**src/hdl/skvt_pkg.sv**
```systemverilog
// ----------------------------------------------------------------------------
// skvt_pkg
// Types, sizes and operation codes shared by the key-value table modules.
// ----------------------------------------------------------------------------
package skvt_pkg;

    localparam int ENTRIES     = 16;
    localparam int VALUE_WIDTH = 32;
    localparam int KEY_W       = 8;
    localparam int FUNC_W      = 2;
    localparam int WORD_W      = 32;
    localparam int ECOUNT_W    = 5;
    localparam int COUNT_W     = $clog2(ENTRIES + 1);

    localparam logic [FUNC_W-1:0] FN_GET    = 2'd0;
    localparam logic [FUNC_W-1:0] FN_ADD    = 2'd1;
    localparam logic [FUNC_W-1:0] FN_REMOVE = 2'd2;

    typedef struct packed {
        logic [FUNC_W-1:0] func;
        logic [KEY_W-1:0]  key;
        logic [WORD_W-1:0] value_in;
    } in_t;

    typedef struct packed {
        logic                hit;
        logic [WORD_W-1:0]   value_out;
        logic                full_error;
        logic [ECOUNT_W-1:0] entry_count;
    } out_t;

    typedef struct packed {
        logic                   we;
        logic [FUNC_W-1:0]      func;
        logic [KEY_W-1:0]       key;
        logic [VALUE_WIDTH-1:0] value;
        logic                   found_all;
        logic                   room;
    } cell_cmd_t;

    typedef struct packed {
        logic                   in_range;
        logic                   tail;
    } cell_pos_t;

    typedef struct packed {
        logic                   found;
        logic [VALUE_WIDTH-1:0] value;
    } cell_link_t;

endpackage

```
**src/hdl/skvt_cell.sv**
```systemverilog
// ----------------------------------------------------------------------------
// skvt_cell
// One table slot: holds a key and a data word, compares the key, passes the
// search result up the chain and takes its upper neighbor's entry on remove.
// ----------------------------------------------------------------------------
module skvt_cell (
    input  logic                                aclk,
    input  skvt_pkg::cell_cmd_t                 cmd,
    input  skvt_pkg::cell_pos_t                 pos,
    input  skvt_pkg::cell_link_t                link_in,
    output skvt_pkg::cell_link_t                link_out,
    input  logic [skvt_pkg::KEY_W-1:0]          up_key,
    input  logic [skvt_pkg::VALUE_WIDTH-1:0]    up_data,
    output logic [skvt_pkg::KEY_W-1:0]          key_o,
    output logic [skvt_pkg::VALUE_WIDTH-1:0]    data_o
);

    logic [skvt_pkg::KEY_W-1:0]       key_reg;
    logic [skvt_pkg::KEY_W-1:0]       key_next;
    logic [skvt_pkg::VALUE_WIDTH-1:0] data_reg;
    logic [skvt_pkg::VALUE_WIDTH-1:0] data_next;
    logic                             match;
    logic                             first;

    assign match = pos.in_range && (key_reg == cmd.key);
    assign first = match && !link_in.found;

    assign link_out.found = link_in.found || match;
    assign link_out.value = link_in.value
                          | (first ? data_reg : '0);

    assign key_o  = key_reg;
    assign data_o = data_reg;

    always_comb begin
        key_next  = key_reg;
        data_next = data_reg;
        if (cmd.we) begin
            unique case (cmd.func)
                skvt_pkg::FN_ADD: begin
                    if (first) begin
                        data_next = cmd.value;
                    end else if (!cmd.found_all && cmd.room && pos.tail) begin
                        key_next  = cmd.key;
                        data_next = cmd.value;
                    end
                end
                skvt_pkg::FN_REMOVE: begin
                    if (pos.in_range && link_out.found) begin
                        key_next  = up_key;
                        data_next = up_data;
                    end
                end
                default: begin
                end
            endcase
        end
    end

    always_ff @(posedge aclk) begin
        key_reg  <= key_next;
        data_reg <= data_next;
    end

endmodule

```
**src/hdl/small_key_value_table.sv**
```systemverilog
// ----------------------------------------------------------------------------
// small_key_value_table
// Key-value table with get, add-or-replace and remove operations.
// ----------------------------------------------------------------------------
// The table takes one transaction per cycle unless a held result is stalled by m_ready,
// and presents its result in the cycle after acceptance; the rate is set by a
// single pass of the key through the chain of slot cells, which all compare in
// parallel while the first match ripples along the chain. Remove closes the
// gap by shifting the entries above the removed slot down one cell, so slots
// keep insertion order; results do not depend on it since keys are unique. An
// add of a new key to a full table changes nothing and reports full_error.
module small_key_value_table (
    input  logic                aclk,
    input  logic                aresetn,
    input  logic                s_valid,
    output logic                s_ready,
    input  skvt_pkg::in_t       s_data,
    output logic                m_valid,
    input  logic                m_ready,
    output skvt_pkg::out_t      m_data
);

    localparam int N = skvt_pkg::ENTRIES;

    logic                             accept;
    logic [skvt_pkg::COUNT_W-1:0]     count_reg;
    logic [skvt_pkg::COUNT_W-1:0]     count_next;
    logic                             m_valid_reg;
    logic                             m_valid_next;
    skvt_pkg::out_t                   m_data_reg;
    skvt_pkg::out_t                   m_data_next;
    skvt_pkg::cell_cmd_t              cmd;
    skvt_pkg::cell_pos_t              pos   [N];
    skvt_pkg::cell_link_t             link  [N+1];
    logic [skvt_pkg::KEY_W-1:0]       key_w [N];
    logic [skvt_pkg::VALUE_WIDTH-1:0] data_w[N];
    logic                             found;
    logic                             room;

    assign s_ready = !m_valid_reg || m_ready;
    assign accept  = s_valid && s_ready;
    assign m_valid = m_valid_reg;
    assign m_data  = m_data_reg;

    assign room = count_reg < skvt_pkg::COUNT_W'(N);

    assign cmd.we        = accept;
    assign cmd.func      = s_data.func;
    assign cmd.key       = s_data.key;
    assign cmd.value     = skvt_pkg::VALUE_WIDTH'(s_data.value_in);
    assign cmd.found_all = found;
    assign cmd.room      = room;

    assign link[0] = '0;
    assign found   = link[N].found;

    for (genvar i = 0; i < N; i++) begin : g_cell
        assign pos[i].in_range = skvt_pkg::COUNT_W'(i) < count_reg;
        assign pos[i].tail     = skvt_pkg::COUNT_W'(i) == count_reg;

        skvt_cell u_cell (
            .aclk     (aclk),
            .cmd      (cmd),
            .pos      (pos[i]),
            .link_in  (link[i]),
            .link_out (link[i+1]),
            .up_key   ((i == N - 1) ? key_w[i]  : key_w[(i + 1) % N]),
            .up_data  ((i == N - 1) ? data_w[i] : data_w[(i + 1) % N]),
            .key_o    (key_w[i]),
            .data_o   (data_w[i])
        );
    end

    always_comb begin
        count_next                = count_reg;
        m_data_next.hit           = found;
        m_data_next.value_out     = '0;
        m_data_next.full_error    = 1'b0;
        unique case (s_data.func)
            skvt_pkg::FN_GET: begin
                m_data_next.value_out = skvt_pkg::WORD_W'(link[N].value);
            end
            skvt_pkg::FN_ADD: begin
                if (!found) begin
                    if (room) begin
                        count_next = count_reg + 1'b1;
                    end else begin
                        m_data_next.full_error = 1'b1;
                    end
                end
            end
            skvt_pkg::FN_REMOVE: begin
                if (found) begin
                    count_next = count_reg - 1'b1;
                end
            end
            default: begin
            end
        endcase
        m_data_next.entry_count = skvt_pkg::ECOUNT_W'(count_next);
    end

    always_comb begin
        m_valid_next = m_valid_reg;
        if (accept) begin
            m_valid_next = 1'b1;
        end else if (m_ready) begin
            m_valid_next = 1'b0;
        end
    end

    always_ff @(posedge aclk) begin
        if (!aresetn) begin
            count_reg   <= '0;
            m_valid_reg <= 1'b0;
        end else begin
            m_valid_reg <= m_valid_next;
            if (accept) begin
                count_reg <= count_next;
            end
        end
    end

    always_ff @(posedge aclk) begin
        if (accept) begin
            m_data_reg <= m_data_next;
        end
    end

    a_count_bound: assert property (@(posedge aclk) disable iff (!aresetn)
        count_reg <= skvt_pkg::COUNT_W'(N))
        else $error("entry count exceeds table size");

    a_full_no_hit: assert property (@(posedge aclk) disable iff (!aresetn)
        m_valid && m_data.full_error |-> !m_data.hit
            && m_data.entry_count == skvt_pkg::ECOUNT_W'(N))
        else $error("full_error with hit or table not full");

    a_count_hold: assert property (@(posedge aclk) disable iff (!aresetn)
        !accept |=> $stable(count_reg))
        else $error("entry count changed without a transaction");

    a_result_follows: assert property (@(posedge aclk) disable iff (!aresetn)
        accept |=> m_valid && m_data.entry_count == skvt_pkg::ECOUNT_W'(count_reg))
        else $error("result missing or count mismatch");

endmodule

```
**config.mk**
```make
export PLATFORM = sky130hd
export DESIGN_NAME = small_key_value_table
export DESIGN_NICKNAME = d
export VERILOG_FILES = /design/src/hdl/skvt_pkg.sv /design/src/hdl/skvt_cell.sv /design/src/hdl/small_key_value_table.sv
export SDC_FILE = /design/constraint.sdc
export NUM_CORES = 1
export LEC_CHECK = 0
export BUFFER_PORTS_ARGS = -buffer_cell sky130_fd_sc_hd__buf_2
export CAP_MARGIN = 20
export CORE_MARGIN = 2
export CORE_UTILIZATION = 40
export DETAILED_ROUTE_END_ITERATION = 7
export PLACE_DENSITY = 0.6
export SYNTH_ARGS = -nofsm -noshare
export SYNTH_HDL_FRONTEND = slang
export SYNTH_SLANG_ARGS = --single-unit
```
**constraint.sdc**
```tcl
create_clock -name aclk -period 8.4 [get_ports aclk]
set_input_delay 0.42 -clock aclk [delete_from_list [all_inputs] [get_ports aclk]]
set_output_delay 0.42 -clock aclk [all_outputs]
set_load 0.02 [all_outputs]
```
# Word level (Yosys, flattened, before mapping)
# Index checks and enable logic that the tools add are counted.
dict set report totals {
  elab_cells 447
  input_bits 46
  ff_bits 685
}
dict set report op_classes {
  magnitude_cmp 17
  n_reduce_logical 135
  add_sub_neg 2
  eq_ne 93
  mux 145
  bitwise 17
}
# cell count
set op_table {}
lappend op_table {{two-way mux 32 bit} 63}
lappend op_table {{case mux 32 bit (2 select lines)} 15}
lappend op_table {{bitwise OR 32 bit} 15}
lappend op_table {{two-way mux 8 bit} 45}
lappend op_table {{case mux 8 bit (2 select lines)} 15}
lappend op_table {{equality test 8 bit} 16}
lappend op_table {{AND reduction 5 bit} 15}
lappend op_table {{logical AND 1 bit} 64}
lappend op_table {{AND reduction 4 bit} 16}
lappend op_table {{!= test 2 x 1 -> 1 bit, second input constant} 30}
lappend op_table {{!= test 3 x 1 -> 1 bit, second input constant} 15}
lappend op_table {{equality test 4 x 5 -> 1 bit, first input constant} 8}
lappend op_table {{less-than comparator 4 x 5 -> 1 bit, first input constant} 8}
lappend op_table {{!= test 2 bit, second input constant} 15}
lappend op_table {{equality test 3 x 5 -> 1 bit, first input constant} 4}
lappend op_table {{less-than comparator 3 x 5 -> 1 bit, first input constant} 4}
lappend op_table {{logical NOT 1 bit} 17}
lappend op_table {{logical OR 1 bit} 16}
lappend op_table {{two-way mux 5 bit} 3}
lappend op_table {{equality test 2 x 5 -> 1 bit, first input constant} 2}
lappend op_table {{less-than comparator 1 x 5 -> 1 bit, first input constant} 2}
lappend op_table {{less-than comparator 2 x 5 -> 1 bit, first input constant} 2}
lappend op_table {{case mux 5 bit (2 select lines)} 1}
lappend op_table {{nonzero test 2 bit} 3}
lappend op_table {{other kinds (12)} 15}

# Depth between registers and ports, before layout
dict set report logic_depth {
  ltp_word 23
  ltp_mapped 15
}

# Modules after synthesis
# Synthesis repeated with hierarchy kept, for this count alone.
dict set report hier_totals {
  cells_unflattened 2651
  hier_area_um2 37349.6
}
# module cells_each instances area_each_um2 seq_area_each_um2
set by_module_without_submodules {}
lappend by_module_without_submodules {skvt_cell 153 16 2192.1 1201.2}
lappend by_module_without_submodules {small_key_value_table 203 1 2275.9 1291.2}

# Worst setup path before layout
# Ideal clock, no wire load.
dict set report synth_timing {
  path_kind {input-to-reg}
  startpoint {in m_ready}
  endpoint {reg g_cell[9].u_cell.data_reg, in the netlist g_cell[9].u_cell.data_o[0], enable pin}
  required_time_ps 7920
  arrival_ps 5121
  path_stages 6
  setup_slack_ps 2799
  path_buffers 2
  path_cell_list {nand2b_1 > and2_1 > clkbuf_1 > nand2_1 > clkbuf_1 > a311oi_1}
}
dict set report synth_between {
  elab_chain_cells 3
}
# element line
set synth_lines {}
lappend synth_lines {{start: declaration} small_key_value_table.sv:19} ;# input logic m_ready,
lappend synth_lines {{logical OR 1 bit} small_key_value_table.sv:40} ;# assign s_ready = !m_valid_reg || m_ready;
lappend synth_lines {{logical AND 1 bit} small_key_value_table.sv:41} ;# assign accept = s_valid && s_ready;
lappend synth_lines {{via accept} small_key_value_table.sv:25} ;# logic accept;
lappend synth_lines {{AND reduction 4 bit (no line)} -}
lappend synth_lines {{end signal: assignment} skvt_cell.sv:62} ;# data_reg <= data_next;
lappend synth_lines {{end: declaration} skvt_cell.sv:20} ;# logic [skvt_pkg::VALUE_WIDTH-1:0] data_reg;
# The timed path passes the listed nets, and every way through them passes these cells.
# A chain may end at the register's enable or synchronous reset.

# Worst setup path after layout
dict set report layout_timing {
  startpoint {reg count_reg[2] (netlist bit)}
  endpoint {reg g_cell[14].u_cell.data_reg, in the netlist g_cell[14].u_cell.data_o[25], enable pin}
}
dict set report layout_between {
  elab_chain_cells 22
}
# element line
set layout_lines {}
lappend layout_lines {{start: declaration} small_key_value_table.sv:26} ;# logic [skvt_pkg::COUNT_W-1:0] count_reg;
lappend layout_lines {{start signal: assignment} small_key_value_table.sv:119} ;# count_reg <= count_next;
lappend layout_lines {{less-than comparator 1 x 5 -> 1 bit} small_key_value_table.sv:58} ;# assign pos[i].in_range = skvt_pkg::COUNT_W'(i) < count_reg;
lappend layout_lines {{logical AND 1 bit} skvt_cell.sv:25} ;# assign match = pos.in_range && (key_reg == cmd.key);
lappend layout_lines {{logical OR 1 bit (15 in a row)} skvt_cell.sv:28} ;# assign link_out.found = link_in.found || match;
lappend layout_lines {{logical NOT 1 bit} skvt_cell.sv:43} ;# end else if (!cmd.found_all && cmd.room && pos.tail) begin
lappend layout_lines {{logical AND 1 bit (2 in a row)} skvt_cell.sv:43}
lappend layout_lines {{!= test 3 x 1 -> 1 bit (no line)} -}
lappend layout_lines {{AND reduction 4 bit (no line) *} -}
lappend layout_lines {{end signal: assignment} skvt_cell.sv:62}
lappend layout_lines {{end: declaration} skvt_cell.sv:20}
# Mark *: on every way between the ends. The rest lies on a longest branch, timed or not.

==> flow_summary.ini <==
[final_layout]
drive_above_1_share_pct = 9.84
largest_reg_flops = 512
final_area_um2 = 36500
diodes = 0
layout.cells.non_filler = 4179
area_delta_synth_final_pct = 12.9
layout_common_cells = 1319 x nand2_1, 679 x edfxtp_1, 90 x buf_2
final_common_cell = nand2_1
fin_nets = 3120
final_util_pct = 45.4

[die]
core_um2 = 80300
ioPinCount = 87
dieArea_um2 = 83000
start_util_pct = 40.2
chipHeight_um = 288
die_w_um = 288
num_rows = 104

[critical_path]
cp_top_family = simple AND/OR/NAND/NOR gates
cp-start-kind = flip-flop
reg2regPathDepth = 10
reg2reg_from = count_reg[2]
arrival_ns = 5.51
critPathRequiredTime_ns = 8.71
cp_cell_sequence = nor3_1 -> a211oi_1 -> nand3_2 -> buf_4 -> and3_1 -> nand4_2 -> nor4_2 -> a211oi_1 -> nor2_4 -> buf_4
path_class = flip-flop to flip-flop
r2r_slack_ns = 3.20
critPathSlowestCell = nor2_4
max_stage_delay_ns = 0.78
cp_max_fo = 38
endpoint_kind = flip-flop
reg2reg_to = g_cell[14].u_cell.data_o[25]
crit_buf_inv = 2

[clocking]
cts-root-buf = clkbuf_16
postCtsHoldBufs = 17
numClockSinks = 685
path_clk_slew_ns = 0.06
max-clock-path-buffers = 3
cts_inserted_buffers = 73
cts_setup_buffers = 0
h-tree-depth = 3
cts_tree = done
cts_resized = 0
insertion_delay_ns = 0.64

[timing]
skew_ns = 0.0301
period_minus_slack_ns = 5.20
setup_tns_ns = 0
hold_violations = 0
min_period_over_period_pct = 61.9
rsz0062_at_grt = no
worstMarginPinSlew_ns = 1.14
max_freq_mhz = 192
relSlewSlack_pct = 24.1
drv_slew = 0
setup_violations = 0

[route]
drt.antenna.violating_nets = 0
drt-pass1-iter-count = 6
drt_iter0_drc = 3092
routed_wl_um = 103000
wire_per_inst_um = 24.7
drc_errors = 0
vias = 24100
vias_per_cell = 5.76

[power_and_ir_drop]
p_sw_w = 0.00191
internal_power_w = 0.00606
leakage_nw = 13.6
vdd_drop_max_mv = 0.134
switching_share_pct = 24.0
clockPowerShare_pct = 42.1
power-per-cell-area_nw_per_um2 = 219
combPwrFrac_pct = 7.3
sequentialPowerShare_pct = 50.6

[min_path]
hold_path_class = input pin to flip-flop
hold_path_end = g_cell[15].u_cell.data_o[21]
hold_start = s_data[21]
whs_path_depth = 1

[logic_synthesis]
synth_edf_count = 679
ys_seq_area_share_pct = 63.5
avgSynthCellArea_um2 = 10.6
yosys_warnings = 0
yosysUniqueCellTypes = 67
synth_top_flop_cell = edfxtp_1
synth_area_leaders = edfxtp_1 63%, nand2_1 15%, clkbuf_1 1.8%
synthCells = 3042
synth_area_um2 = 32300
yosys.area.top_type = edfxtp_1
synth-seq-cells = 685
synth_async_sr_flop_share_pct = 0
synth_nets = 3097
yosysTopAreaCellShare_pct = 63.1

[placement]
dp.cells = 4032
dp_hpwl_um = 57100
portBuffers = 86
placed_area_um2 = 33800
gp_congestion = 0.904

[grt]
grt_pass1_wl_um = 150000
antenna_found_initial = 3
track_usage_pct = 24.5
grt.overflow.total = 0
grt_pass1_vias = 22700
grt_max_degree = 211

[status]
outcome = finished, final reports clean

[job]
cap_viol_max_count = 0
[worst max-delay path by stage]
stage	startpoint	endpoint	slack [ns]	cells after the start
after floorplan	m_ready	g_cell[9].u_cell.data_o[0]	2.80	6
after detailed placement	count_reg[2]	g_cell[14].u_cell.data_o[24]	3.36	10
after global routing	count_reg[2]	g_cell[14].u_cell.data_o[24]	3.03	10
final	count_reg[2]	g_cell[14].u_cell.data_o[25]	3.20	10
after global placement	count_reg[2]	g_cell[15].u_cell.data_o[11]	3.37	10
after CTS	count_reg[2]	g_cell[14].u_cell.data_o[24]	3.33	10
[worst register-to-register path, cell delays in order, from the launching register on]
cell and delay, ns:
dfxtp_1 0.52, nor3_1 0.58, a211oi_1 0.19, nand3_2 0.11, buf_4 0.57, and3_1 0.36, nand4_2 0.42, nor4_2 0.71
a211oi_1 0.22, nor2_4 0.78, buf_4 0.41
[cell usage after synthesis (4+ instances only)]
cell and number:
a211o_1 5, a211oi_1 17, a21o_1 4, a21oi_1 40, a221o_1 8, a221oi_1 31, a222oi_1 24, a22o_1 39
a22oi_1 58, a311oi_1 7, a31oi_1 37, a41oi_1 10, and2_0 5, and2_1 10, and3_1 65, buf_1 6
buf_2 34, buf_4 15, buf_6 4, clkbuf_1 157, dfxtp_1 6, edfxtp_1 679, ha_1 9, inv_1 18
nand2_1 1319, nand3_1 51, nand4_1 19, nor2_1 58, nor3_1 36, nor4_1 24, nor4_2 5, nor4_4 7
o21a_1 6, o21ai_0 22, o22ai_1 26, or3_1 5, xnor2_1 64, xor2_1 64
[layout make-up]
class                           instances  area, um^2
Clock inverter                         39         458
Multi-Input combinational cell       2119       11000
Fill cell                            7448       43800
Clock buffer                           90        1980
Timing Repair Buffer                  164        1060
Tap cell                             1060        1330
Sequential cell                       685       20500
Inverter                               22        82.6
[power by group through the flow]
stage	Clock [W]	Sequential [W]	Combinational (W)
finish	0.00335	0.00404	0.000581
global route	0.00351	0.00405	0.000637
CTS	0.00339	0.00404	0.000578
detailed placement	0	0.00411	0.000571
global placement	0	0.00411	0.000560
floorplan	0	0.00410	0.000352
[metal layers]
layer / routed length [um] / GRT usage (%) / share of wire (%)
met4: 3050 / 8.23 / 3.0
met5: 23 / 0 / 0.022
met2: 46900 / 38.6 / 46
met1: 42400 / 34.7 / 41
met3: 10700 / 3.95 / 10
[stage by stage]
step / total power [W] / hold slack [ns] / worst slack [ns]
after global placement: 0.00467 / 0.514 / 3.37
final: 0.00797 / 0.0224 / 3.20
after global routing: 0.00820 / 0.0156 / 3.03
after CTS: 0.00801 / 0.00368 / 3.33
after detailed placement: 0.00468 / 0.527 / 3.36
after floorplan: 0.00445 / 0.513 / 2.80
[logic make-up (layout without fill, tap and decap cells)]
group | count (synthesis) | in the layout | synth area share (%)
AND/OR/NAND/NOR | 1627 | 1627 | 21.2
buffers and inverters | 238 | 315 | 3.17
flip-flops | 685 | 685 | 63.5
XOR/XNOR | 128 | 128 | 3.47
AO/OA/AOI/OAI | 355 | 355 | 8.29
adder cells (fa/ha/maj) | 9 | 9 | 0.349
Note: power is estimated with default switching activity, not from simulation.
